[src/hw/rtl/selective_repeat_sender_window_defines.svh]
// ---------------------------------------------------------------------------
// Selective-repeat sender window: assertion macros
// Shorthand for the concurrent checks at the end of the top level.
// ---------------------------------------------------------------------------
`ifndef SELECTIVE_REPEAT_SENDER_WINDOW_DEFINES_SVH
`define SELECTIVE_REPEAT_SENDER_WINDOW_DEFINES_SVH

// Same-cycle implication, disabled while reset is asserted.
`define SRSW_ASSERT_IMP(label, clk, rst_n, ante, cons, msg) \
    label: assert property (@(posedge clk) disable iff (!rst_n) (ante) |-> (cons)) \
        else $error(msg);

// Next-cycle implication, disabled while reset is asserted.
`define SRSW_ASSERT_NXT(label, clk, rst_n, ante, cons, msg) \
    label: assert property (@(posedge clk) disable iff (!rst_n) (ante) |=> (cons)) \
        else $error(msg);

`endif

[src/hw/rtl/srsw_pkg.sv]
// ---------------------------------------------------------------------------
// Selective-repeat sender window: shared package
// Field widths, command codes and the packed word types of both channels.
// ---------------------------------------------------------------------------
package srsw_pkg;

    // Fixed field widths.
    localparam int SEQ_BITS       = 16;
    localparam int PAYLOAD_BITS   = 64;
    localparam int TIMEOUT_BITS   = 16;
    localparam int WINDOW_DEFAULT = 8;

    typedef logic [SEQ_BITS-1:0]     t_seq;
    typedef logic [PAYLOAD_BITS-1:0] t_payload;
    typedef logic [TIMEOUT_BITS-1:0] t_timeout;
    typedef logic [1:0]              t_cmd;

    // Timer period after reset.
    localparam t_timeout TIMEOUT_RESET = 16'd20;

    // Command codes; the fourth code is accepted and ignored.
    localparam t_cmd CMD_SEND   = 2'd0;
    localparam t_cmd CMD_ACK    = 2'd1;
    localparam t_cmd CMD_EXPIRE = 2'd2;

    // Input word.
    typedef struct packed {
        t_cmd     command;
        t_payload payload;
        t_seq     sequence_number;
        logic     checksum_ok;
    } t_in_word;

    // Result word.
    typedef struct packed {
        logic     send_accepted;
        logic     packet_out;
        t_seq     packet_seq;
        t_payload packet_payload;
        logic     start_timer;
        logic     stop_timer;
        t_seq     timer_seq;
        t_timeout timer_length;
        logic     window_full;
        t_seq     base_seq;
        t_seq     next_seq;
        logic     ignored;
    } t_out_word;

endpackage

[src/hw/rtl/srsw_payload_ram.sv]
// ---------------------------------------------------------------------------
// Selective-repeat sender window: payload store
// Single-port synchronous memory holding one payload per window slot, with
// registered read data. Contents are not cleared by reset.
// ---------------------------------------------------------------------------
module srsw_payload_ram #(
    parameter int DEPTH = srsw_pkg::WINDOW_DEFAULT
) (
    input  logic                     i_clk,
    input  logic                     i_en,
    input  logic                     i_we,
    input  logic [$clog2(DEPTH)-1:0] i_addr,
    input  srsw_pkg::t_payload       i_wdata,
    output srsw_pkg::t_payload       o_rdata
);
    import srsw_pkg::*;

    t_payload r_mem [DEPTH];
    t_payload r_rdata;

    // Write or read one entry per enabled cycle; read data holds until the next read.
    always_ff @(posedge i_clk) begin
        if (i_en) begin
            if (i_we) begin
                r_mem[i_addr] <= i_wdata;
            end else begin
                r_rdata <= r_mem[i_addr];
            end
        end
    end

    assign o_rdata = r_rdata;

endmodule

[src/hw/rtl/selective_repeat_sender_window.sv]
// An input word is registered at acceptance and executed in S_EXEC; its result
// goes to the output register once the output is free, after S_SLIDE has retired
// the leading acked entries on an ack of the base. The input stalls until the
// result is posted, so a new word is taken only when the last is done; the base
// slide retires one entry per cycle. Reset is synchronous, active low: counters
// and ack flags clear, timeout takes TIMEOUT_RESET; payload memory is not cleared.
// ---------------------------------------------------------------------------
// Selective-repeat sender window
// Sender side of selective-repeat ARQ: stores payloads under sequence
// numbers, re-emits them on timer expiry and slides the base on acks.
// ---------------------------------------------------------------------------
`include "selective_repeat_sender_window_defines.svh"

module selective_repeat_sender_window #(
    parameter int WINDOW = srsw_pkg::WINDOW_DEFAULT
) (
    input  logic                i_clk,
    input  logic                i_rst_n,
    // Configuration port.
    input  logic                i_cfg_we,
    input  srsw_pkg::t_timeout  i_cfg_data,
    // Input channel.
    input  logic                i_in_valid,
    output logic                o_in_stall,
    input  srsw_pkg::t_in_word  i_in_word,
    // Output channel.
    output logic                o_out_valid,
    input  logic                i_out_stall,
    output srsw_pkg::t_out_word o_out_word
);
    import srsw_pkg::*;

    localparam int SLOT_W = $clog2(WINDOW);
    localparam int CNT_W  = $clog2(WINDOW + 1);
    localparam logic [SLOT_W:0]   WIN_S     = (SLOT_W + 1)'(WINDOW);
    localparam logic [SLOT_W-1:0] LAST_SLOT = SLOT_W'(WINDOW - 1);
    localparam logic [CNT_W-1:0]  WIN_C     = CNT_W'(WINDOW);

    typedef enum logic [2:0] {
        S_IDLE  = 3'b001,
        S_EXEC  = 3'b010,
        S_SLIDE = 3'b100
    } t_state;

    // Window state.
    t_state            r_state, n_state;
    t_seq              r_base, n_base;
    t_seq              r_next, n_next;
    logic [CNT_W-1:0]  r_count, n_count;
    logic [SLOT_W-1:0] r_head, n_head;
    logic [WINDOW-1:0] r_acked, n_acked;
    t_timeout          r_timeout;

    // Decoded word held between acceptance and execution.
    t_cmd              r_cmd;
    t_payload          r_pay;
    t_seq              r_seq;
    logic              r_hit;
    logic              r_off0;
    logic              r_send_ok;
    logic [SLOT_W-1:0] r_slot;

    // Result staging and output register.
    t_out_word         r_res, n_res;
    t_out_word         r_out_word, n_out_word;
    logic              r_out_valid;
    logic              load_out;

    logic              in_accept;
    logic              out_free;
    t_seq              off;
    logic              in_win;
    logic              send_ok;
    logic [SLOT_W-1:0] hit_slot;
    logic [SLOT_W-1:0] send_slot;
    logic [SLOT_W-1:0] acc_slot;
    logic              ram_en;
    t_payload          ram_rdata;
    t_out_word         exec_res;
    logic              exec_slide;

    // Slot arithmetic modulo the window size; both operands lie below it.
    function automatic logic [SLOT_W-1:0] f_wrap(input logic [SLOT_W-1:0] a,
                                                 input logic [SLOT_W-1:0] b);
        logic [SLOT_W:0] sum;
        sum = {1'b0, a} + {1'b0, b};
        if (sum >= WIN_S) begin
            sum = sum - WIN_S;
        end
        return sum[SLOT_W-1:0];
    endfunction

    // Handshakes.
    assign o_in_stall = (r_state != S_IDLE);
    assign in_accept  = i_in_valid && !o_in_stall;
    assign out_free   = !r_out_valid || !i_out_stall;

    // Window tests on the incoming word, against state that holds until it is done.
    assign off       = i_in_word.sequence_number - r_base;
    assign in_win    = (off < t_seq'(r_count));
    assign send_ok   = (r_count < WIN_C);
    assign hit_slot  = f_wrap(r_head, off[SLOT_W-1:0]);
    assign send_slot = f_wrap(r_head, r_count[SLOT_W-1:0]);
    assign acc_slot  = (i_in_word.command == CMD_SEND) ? send_slot : hit_slot;
    assign ram_en    = in_accept && (((i_in_word.command == CMD_SEND) && send_ok) ||
                                     ((i_in_word.command == CMD_EXPIRE) && in_win));

    // Payload memory: a send writes at acceptance, an expiry reads at acceptance.
    srsw_payload_ram #(
        .DEPTH (WINDOW)
    ) u_ram (
        .i_clk   (i_clk),
        .i_en    (ram_en),
        .i_we    (i_in_word.command == CMD_SEND),
        .i_addr  (acc_slot),
        .i_wdata (i_in_word.payload),
        .o_rdata (ram_rdata)
    );

    // Capture the decoded word.
    always_ff @(posedge i_clk) begin
        if (in_accept) begin
            r_cmd     <= i_in_word.command;
            r_pay     <= i_in_word.payload;
            r_seq     <= i_in_word.sequence_number;
            r_hit     <= (i_in_word.command == CMD_ACK) ? (in_win && i_in_word.checksum_ok)
                                                        : in_win;
            r_off0    <= (off == '0);
            r_send_ok <= send_ok;
            r_slot    <= acc_slot;
        end
    end

    // Result of the command itself, before the window status fields.
    always_comb begin
        exec_res   = '0;
        exec_slide = 1'b0;
        unique case (r_cmd)
            CMD_SEND: begin
                if (r_send_ok) begin
                    exec_res.send_accepted  = 1'b1;
                    exec_res.packet_out     = 1'b1;
                    exec_res.packet_seq     = r_next;
                    exec_res.packet_payload = r_pay;
                    exec_res.start_timer    = 1'b1;
                    exec_res.timer_seq      = r_next;
                    exec_res.timer_length   = r_timeout;
                end
            end
            CMD_ACK: begin
                if (r_hit) begin
                    exec_res.stop_timer = 1'b1;
                    exec_res.timer_seq  = r_seq;
                    exec_slide          = r_off0;
                end else begin
                    exec_res.ignored = 1'b1;
                end
            end
            CMD_EXPIRE: begin
                if (r_hit) begin
                    exec_res.packet_out     = 1'b1;
                    exec_res.packet_seq     = r_seq;
                    exec_res.packet_payload = ram_rdata;
                    exec_res.start_timer    = 1'b1;
                    exec_res.timer_seq      = r_seq;
                    exec_res.timer_length   = r_timeout;
                end else begin
                    exec_res.ignored = 1'b1;
                end
            end
            default: begin
                exec_res.ignored = 1'b1;
            end
        endcase
    end

    // Sequencer: execute, slide the base one entry a cycle, then post the result.
    always_comb begin
        n_state    = r_state;
        n_base     = r_base;
        n_next     = r_next;
        n_count    = r_count;
        n_head     = r_head;
        n_acked    = r_acked;
        n_res      = r_res;
        n_out_word = r_res;
        load_out   = 1'b0;
        unique case (r_state)
            S_IDLE: begin
                if (in_accept) begin
                    n_state = S_EXEC;
                end
            end
            S_EXEC: begin
                if (out_free) begin
                    if ((r_cmd == CMD_SEND) && r_send_ok) begin
                        n_next          = r_next + 1'b1;
                        n_count         = r_count + 1'b1;
                        n_acked[r_slot] = 1'b0;
                    end
                    if ((r_cmd == CMD_ACK) && r_hit) begin
                        n_acked[r_slot] = 1'b1;
                    end
                    if (exec_slide) begin
                        n_res   = exec_res;
                        n_state = S_SLIDE;
                    end else begin
                        n_out_word = exec_res;
                        load_out   = 1'b1;
                        n_state    = S_IDLE;
                    end
                end
            end
            S_SLIDE: begin
                if ((r_count != '0) && r_acked[r_head]) begin
                    n_acked[r_head] = 1'b0;
                    n_head          = (r_head == LAST_SLOT) ? '0 : r_head + 1'b1;
                    n_base          = r_base + 1'b1;
                    n_count         = r_count - 1'b1;
                end else if (out_free) begin
                    load_out = 1'b1;
                    n_state  = S_IDLE;
                end
            end
            default: begin
                n_state = S_IDLE;
            end
        endcase
        // Window status after this word.
        n_out_word.window_full = (n_count == WIN_C);
        n_out_word.base_seq    = n_base;
        n_out_word.next_seq    = n_next;
    end

    // Control registers.
    always_ff @(posedge i_clk) begin
        if (!i_rst_n) begin
            r_state     <= S_IDLE;
            r_base      <= '0;
            r_next      <= '0;
            r_count     <= '0;
            r_head      <= '0;
            r_acked     <= '0;
            r_timeout   <= TIMEOUT_RESET;
            r_out_valid <= 1'b0;
        end else begin
            r_state <= n_state;
            r_base  <= n_base;
            r_next  <= n_next;
            r_count <= n_count;
            r_head  <= n_head;
            r_acked <= n_acked;
            if (i_cfg_we) begin
                r_timeout <= i_cfg_data;
            end
            if (load_out) begin
                r_out_valid <= 1'b1;
            end else if (!i_out_stall) begin
                r_out_valid <= 1'b0;
            end
        end
    end

    // Result staging and output word.
    always_ff @(posedge i_clk) begin
        r_res <= n_res;
        if (load_out) begin
            r_out_word <= n_out_word;
        end
    end

    assign o_out_valid = r_out_valid;
    assign o_out_word  = r_out_word;

    // Checks.
    `SRSW_ASSERT_IMP(a_count_bound, i_clk, i_rst_n, 1'b1, r_count <= WIN_C,
                     "outstanding count above window")
    `SRSW_ASSERT_IMP(a_count_match, i_clk, i_rst_n, 1'b1,
                     t_seq'(r_next - r_base) == t_seq'(r_count),
                     "count disagrees with sequence numbers")
    `SRSW_ASSERT_IMP(a_stop_alone, i_clk, i_rst_n, o_out_valid && o_out_word.stop_timer,
                     !o_out_word.packet_out && !o_out_word.ignored,
                     "stop request with packet or ignore")
    `SRSW_ASSERT_NXT(a_slide_ends, i_clk, i_rst_n,
                     (r_state == S_SLIDE) && (r_count == '0) && out_free,
                     r_state == S_IDLE, "slide did not finish on empty window")

endmodule

[config.mk]
export PLATFORM = sky130hd
export DESIGN_NAME = selective_repeat_sender_window
export DESIGN_NICKNAME = d
export VERILOG_FILES = /design/src/hw/rtl/srsw_pkg.sv /design/src/hw/rtl/srsw_payload_ram.sv /design/src/hw/rtl/selective_repeat_sender_window.sv
export VERILOG_INCLUDE_DIRS = /design/src /design/src/hw/rtl
export SDC_FILE = /design/constraint.sdc
export NUM_CORES = 1
export LEC_CHECK = 0
export ABC_AREA = 0
export BUFFER_PORTS_ARGS = -buffer_cell sky130_fd_sc_hd__clkbuf_2
export CAP_MARGIN = 20
export CELL_PAD_IN_SITES_DETAIL_PLACEMENT = 1
export CELL_PAD_IN_SITES_GLOBAL_PLACEMENT = 1
export CORE_MARGIN = 2
export CORE_UTILIZATION = 29
export DETAILED_ROUTE_END_ITERATION = 10
export PLACE_DENSITY_LB_ADDON = 0.1
export SLEW_MARGIN = 20
export SYNTH_ARGS = -nofsm -noshare
export SYNTH_HDL_FRONTEND = slang
export SYNTH_SLANG_ARGS = --single-unit
[constraint.sdc]
create_clock -name i_clk -period 37.5 [get_ports i_clk]
set_input_delay 7.5 -clock i_clk [delete_from_list [all_inputs] [get_ports i_clk]]
set_output_delay 7.5 -clock i_clk [all_outputs]
set_load 0.02 [all_outputs]
==> results of run 1 <==
## power by group through the flow
| stage | Clock, uW | Combinational, uW | Sequential (uW) |
|---|---|---|---|
| floorplan | 0 | 50.3 | 1260 |
| global placement | 0 | 98.4 | 1260 |
| detailed placement | 0 | 101 | 1260 |
| CTS | 1170 | 101 | 1230 |
| global route | 1210 | 109 | 1230 |
| finish | 1130 | 98.2 | 1230 |
## through the flow
stage	setup WS (ns)	instance area, um^2	power (uW)
2_1_floorplan	18.90	37400	1310
5_1_grt	25.70	44500	2550
6_report	25.89	44500	2470
4_1_cts	25.93	44500	2500
3_3_place_gp	25.29	40700	1360
3_5_place_dp	25.17	40800	1360
## tightest hold or removal path, stage by stage, from the launching register on
cell and delay, ns:
dfxtp_1 0.31, nand2_1 0.05, o22ai_1 0.05
## routing by layer
layer | share of wire [%] | vias up | track usage (%)
met4 | 1.7 | 16 | 3.74
li1 | - | 9214 | -
met3 | 4.7 | 149 | 3.04
met2 | 48 | 448 | 26.6
met5 | 0.10 | - | 0
met1 | 45 | 10779 | 21.4
## cells in the final DEF (no fill, tap or decap), types with 7 or more instances in the layout
cell type and instances:
ha_1 30, o21ai_0 20, buf_4 39, xnor2_1 24, nand2b_1 11, nor2_4 7, edfxtp_1 929, a21oi_1 43
nor3_1 8, a211oi_1 7, a22oi_1 257, mux2_2 115, and3_1 9, nand2_1 45, clkinv_2 22, clkinv_1 21
a22o_1 80, clkinvlp_4 8, inv_1 36, clkbuf_2 255, nand3_1 21, nor4_1 8, nor2b_1 20, nand4_1 74
dfxtp_1 67, and2_1 54, bufinv_16 18, mux2i_1 22, o211ai_1 11, clkbuf_16 111, xor2_1 12, nor2_1 47
clkbuf_1 13, nor3_2 8
## sequential cells by signal, indices dropped and copies added, names as in the netlist
name and cells:
r_acked 8, r_slot 3, r_hit 1, r_off0 1
r_timeout 16, r_head 3, r_send_ok 1, u_ram.o_rdata 64
r_pay 64, r_base 16, r_seq 16, r_cmd 2
r_state 3, o_out_valid 1, r_count 4, r_next 16
u_ram.r_mem 512, r_res 116, o_out_word 149
## path summary, 6_finish.rpt
path / from / to / slack, ns
setup / recovery: i_in_word[1] / u_ram.o_rdata[53] / 25.89
hold / removal: r_acked[5] / r_acked[5] / 0.46
hold reg to reg: r_acked[5] / r_acked[5] / 0.46
setup reg to reg: r_base[0] / u_ram.o_rdata[53] / 32.55
## cell type report
class | count | area, um^2 | share of cell area, %
Clock inverter | 78 | 933 | 2.10
Timing Repair Buffer | 296 | 1600 | 3.59
Tap cell | 1662 | 2080 | 4.67
Sequential cell | 996 | 29200 | 65.6
Inverter | 38 | 145 | 0.326
Multi-Input combinational cell | 998 | 7690 | 17.3
Antenna cell | 2 | 5.00 | 0.0112
Clock buffer | 126 | 2850 | 6.41
## cell families after synthesis
group | Yosys count | synth area share (%)
simple gates | 337 | 5.06
mux | 140 | 4.24
flops | 996 | 78.2
compound gates | 452 | 8.93
fa+ha+maj | 32 | 1.11
xor+xnor | 37 | 0.887
buf+inv | 144 | 1.53
==> qor.csv, run 1 <==
metric;value;unit
EDFF count, synth;929;
CTS tree;built;
Final Skew;0.0256;ns
core area;128000;um^2
Port Buffer Count;255;
CP endpoint kind;flop;
Combinational Power Share;4.0;%
RePlAce Congestion;0.730;
Cell variety after synth;60;
Total GRT Usage;15.9;%
CTS-repair resized insts;0;
Fin Hold WS;0.464;ns
ys async rst share;0;%
Sequential Power Share;50.1;%
Seq/Total Area, Yosys;78.2;%
Post-synth top cells;edfxtp_1 (929), a22oi_1 (257), mux2_2 (115);
slew margin rel.;27.1;%
final setup violation count;0;
P per Cell Area;55.3;nW/um^2
vias in the first global route;22158;
top cells by area in the synthesized netlist;edfxtp_1 (75%), a22oi_1 (5.2%), dfxtp_1 (3.6%), mux2_2 (3.5%), a22o_1 (1.9%);
clock-pin slew on the worst setup and hold paths;0.06;ns
drt via density;4.91;
Final period util;31.0;%
critical path's largest stage delay;0.83;ns
DRT antenna net count;0;
grt ovf;0;
Psw;535;uW
crit-path max FO;48;
RSZ-0062 raised after global routing;false;
clock share of power;46.0;%
r2r worst-path depth;12;
YS warnings;0;
drt pass-1 iters;7;
Arr. time, crit path;12.15;ns
CTS buffer count;110;
WS Path Type;input pin to flop;
Die Wd;363;um
final hold vios;0;
leading area contributor after synthesis;edfxtp_1;
Layout Nets;2576;
routed wire length;106000;um
clock sinks;996;
worst skew pair latency;0.69;ns
Clock Tree Buf Depth;3;
Max Cap Viol;0;
count of state elements after synthesis;996;
ys flop type;edfxtp_1;
CP delay by family, top;buffers and inverters;
post-synth top area share;74.7;%
Post-Syn Area;37400;um^2
Critical Path Start Type;input pin;
largest net degree at the start of global routing;70;
FP Rows;131;
Filler cells;12782;
DR vias;20606;
DP Wirelength;58600;um
die height;363;um
CP Depth;14;
number of remaining DRC errors;0;
worst path bufs/invs;5;
Setup Fix Bufs, Post-CTS;0;
Syn Nets;2274;
Power Internal;1930;uW
WP data required;38.05;ns
initial antenna violation count;14;
CTS hold repair buffers;0;
share of cells above drive strength 1;24.3;%
Die Area;132000;um^2
syn_area_per_cell;17.5;um^2
DR WL/cell;25.3;um
most numerous cell in the Yosys netlist;edfxtp_1;
initial DRC count;1463;
Syn Inst Count;2138;
final core utilization;34.9;%
Slew Limit Fails;0;
hold path depth;2;
Clock H-tree levels;3;
worst hold path class;flop to flop;
final worst path period need;11.61;ns
Setup TNS;0;ns
cells along the critical path;clkbuf_2, inv_1, ha_1, fa_1, inv_1, mux2i_1, fa_1, xor2_1, xnor2_2, inv_2, nor2_4, buf_4, a22oi_1, nand4_1;
VDD IR-drop max;0.0384;mV
I/O pin total;256;
P&R area growth vs syn;19.2;%
cell leakage power;0.0146;uW
Worst path slowest cell;buf_4;
initial core utilization;29.3;%
Root Buffer;clkbuf_16;
status;complete, no violations;
slew at the pin closest to its max-slew limit;1.09;ns
Fmax achieved;86.2;MHz
Final Non-Filler Cells;4196;
sw frac;21.7;%
Post-Place Cells;3990;
wire length of the first global-routing pass;155000;um
(Power assumes the default switching activity.)
==> run 2: changes to the inputs <==
==> constraint.sdc (replaced) <==
create_clock -name i_clk -period 10.3 [get_ports i_clk]
set_input_delay 2.06 -clock i_clk [delete_from_list [all_inputs] [get_ports i_clk]]
set_output_delay 2.06 -clock i_clk [all_outputs]
set_load 0.02 [all_outputs]
==> run 2 against run 1 <==
- global-route usage rose by 0.087 points
- routed wire length rose by 0.59%
- non-clock buffer count rose by 1
- critical endpoint is now u_ram.o_rdata[62]
- largest cell class unchanged
==> qor.csv, run 2 (synthesized netlist as in run 1, its figures left out) <==
metric;value;unit
number of remaining DRC errors;0;
Fmax achieved;163;MHz
vias in the first global route;22349;
drt pass-1 iters;5;
clock share of power;44.9;%
DR vias;20690;
final setup violation count;0;
Biggest register;u_ram.r_mem;
Final Non-Filler Cells;4199;
Slew Limit Fails;0;
WP data required;10.85;ns
slew margin rel.;32.4;%
Root Buffer;clkbuf_16;
grt ovf;0;
initial DRC count;1351;
RSZ-0062 raised after global routing;false;
wire length of the first global-routing pass;156000;um
Sequential Power Share;51.0;%
Port Buffer Count;255;
Arr. time, crit path;6.68;ns
Clock Tree Buf Depth;3;
CTS hold repair buffers;0;
status;complete, no violations;
Fin Hold WS;0.478;ns
WS Path Type;input pin to flop;
FF+latch area;29200;um^2
DP Wirelength;59700;um
worst skew pair latency;0.70;ns
Post-Place Cells;3991;
slew at the pin closest to its max-slew limit;1.01;ns
Combinational Power Share;4.1;%
DRT antenna net count;0;
RePlAce Congestion;0.763;
Power Internal;6890;uW
CTS buffer count;113;
Setup TNS;0;ns
final hold vios;0;
Layout Nets;2580;
P&R area growth vs syn;18.9;%
Multi-input gate area;7710;um^2
max FFs per register;512;
share of cells above drive strength 1;23.7;%
routed wire length;107000;um
final worst path period need;6.13;ns
clock-pin slew on the worst setup and hold paths;0.06;ns
Critical Path Start Type;input pin;
Die Wd;363;um
cell leakage power;0.0146;uW
I/O pin total;256;
drt via density;4.93;
P per Cell Area;198;nW/um^2
Psw;1930;uW
Final period util;59.5;%
most frequent cells in the layout;edfxtp_1 (929), a22oi_1 (257), clkbuf_2 (255), mux2_2 (115), clkbuf_16 (114);
core area;128000;um^2
crit-path max FO;50;
CTS tree;built;
Die Area;132000;um^2
initial core utilization;29.3;%
critical path's largest stage delay;0.87;ns
clock sinks;996;
Clock H-tree levels;3;
Max Cap Viol;0;
FP Rows;131;
cells along the critical path;clkbuf_2, inv_1, ha_1, fa_1, inv_1, mux2i_1, fa_1, xor2_1, xnor2_2, inv_2, nor3_4, buf_4, a22oi_1, nand4_1;
largest net degree at the start of global routing;70;
CTS-repair resized insts;0;
Final Skew;0.0235;ns
Worst path slowest cell;buf_4;
commonest non-fill, non-tap cell in the layout;edfxtp_1;
VDD IR-drop max;0.130;mV
worst hold path class;flop to flop;
DR WL/cell;25.4;um
sw frac;21.9;%
Setup Fix Bufs, Post-CTS;0;
die height;363;um
initial antenna violation count;20;
CP endpoint kind;flop;
Total GRT Usage;16.0;%
Filler cells;12827;
[run 2: cell types whose count changed in the layout (fill, tap and decap cells not counted), moves of 3 or more]
cell / previous run / this run
clkinv_2: 22 / 17
clkinv_8: 0 / 3
clkbuf_16: 111 / 114
buf_4: 39 / 42
bufinv_16: 18 / 10
clkbuf_1: 13 / 22
clkinvlp_4: 8 / 3
clkinv_1: 21 / 30
[run 2: worst paths after layout]
| kind | start | end | slack (ns) | depth (start not counted) |
|---|---|---|---|---|
| setup / recovery | i_in_word[1] | u_ram.o_rdata[62] | 4.17 | 14 |
| hold / removal | r_acked[7] | r_acked[7] | 0.48 | 2 |
| setup reg to reg | r_base[0] | u_ram.o_rdata[62] | 5.35 | 12 |
| hold reg to reg | r_acked[7] | r_acked[7] | 0.48 | 2 |
[run 2: per-stage QoR]
stage	utilization [%]	setup slack, ns	total power, uW	cell area, um^2
global route	34.8	3.90	9140	44400
detailed placement	31.9	3.42	4950	40800
floorplan	-	-1.32	4770	37400
CTS	34.8	4.18	8960	44400
finish	34.8	4.17	8810	44400
global placement	31.9	3.45	4940	40800
[run 2: worst max-delay path, delay by kind of cell]
kind | cells | cell delay, ns
and+or+nand+nor | 2 | 0.81
AOI/OAI and AO/OA | 1 | 0.21
adders and majority gates | 3 | 1.06
muxes | 1 | 0.10
xor gates and xnor gates | 2 | 0.91
buffers and inverters | 5 | 1.48
[run 2: metal layers]
metal / GRT usage (%) / vias to the layer above / share of wire, %
li1: - / 9225 / -
met1: 21.5 / 10789 / 45
met2: 26.7 / 519 / 48
met3: 3.06 / 137 / 5.2
met4: 3.96 / 20 / 1.7
met5: 0 / - / 0.12
[run 2: final cells by class]
cell class / instances / share of cell area (%)
Clock buffer: 140 / 6.73
Sequential cell: 996 / 65.8
Clock inverter: 67 / 1.48
Antenna cell: 1 / 0.00563
Multi-Input combinational cell: 998 / 17.4
Timing Repair Buffer: 297 / 3.58
Inverter: 38 / 0.327
Tap cell: 1662 / 4.68
[run 2: power by group through the flow]
stage | Combinational, uW | Clock (uW) | Sequential, uW
floorplan | 183 | 0 | 4590
global placement | 364 | 0 | 4580
detailed placement | 371 | 0 | 4580
CTS | 372 | 4100 | 4490
global route | 398 | 4240 | 4500
finish | 360 | 3960 | 4490
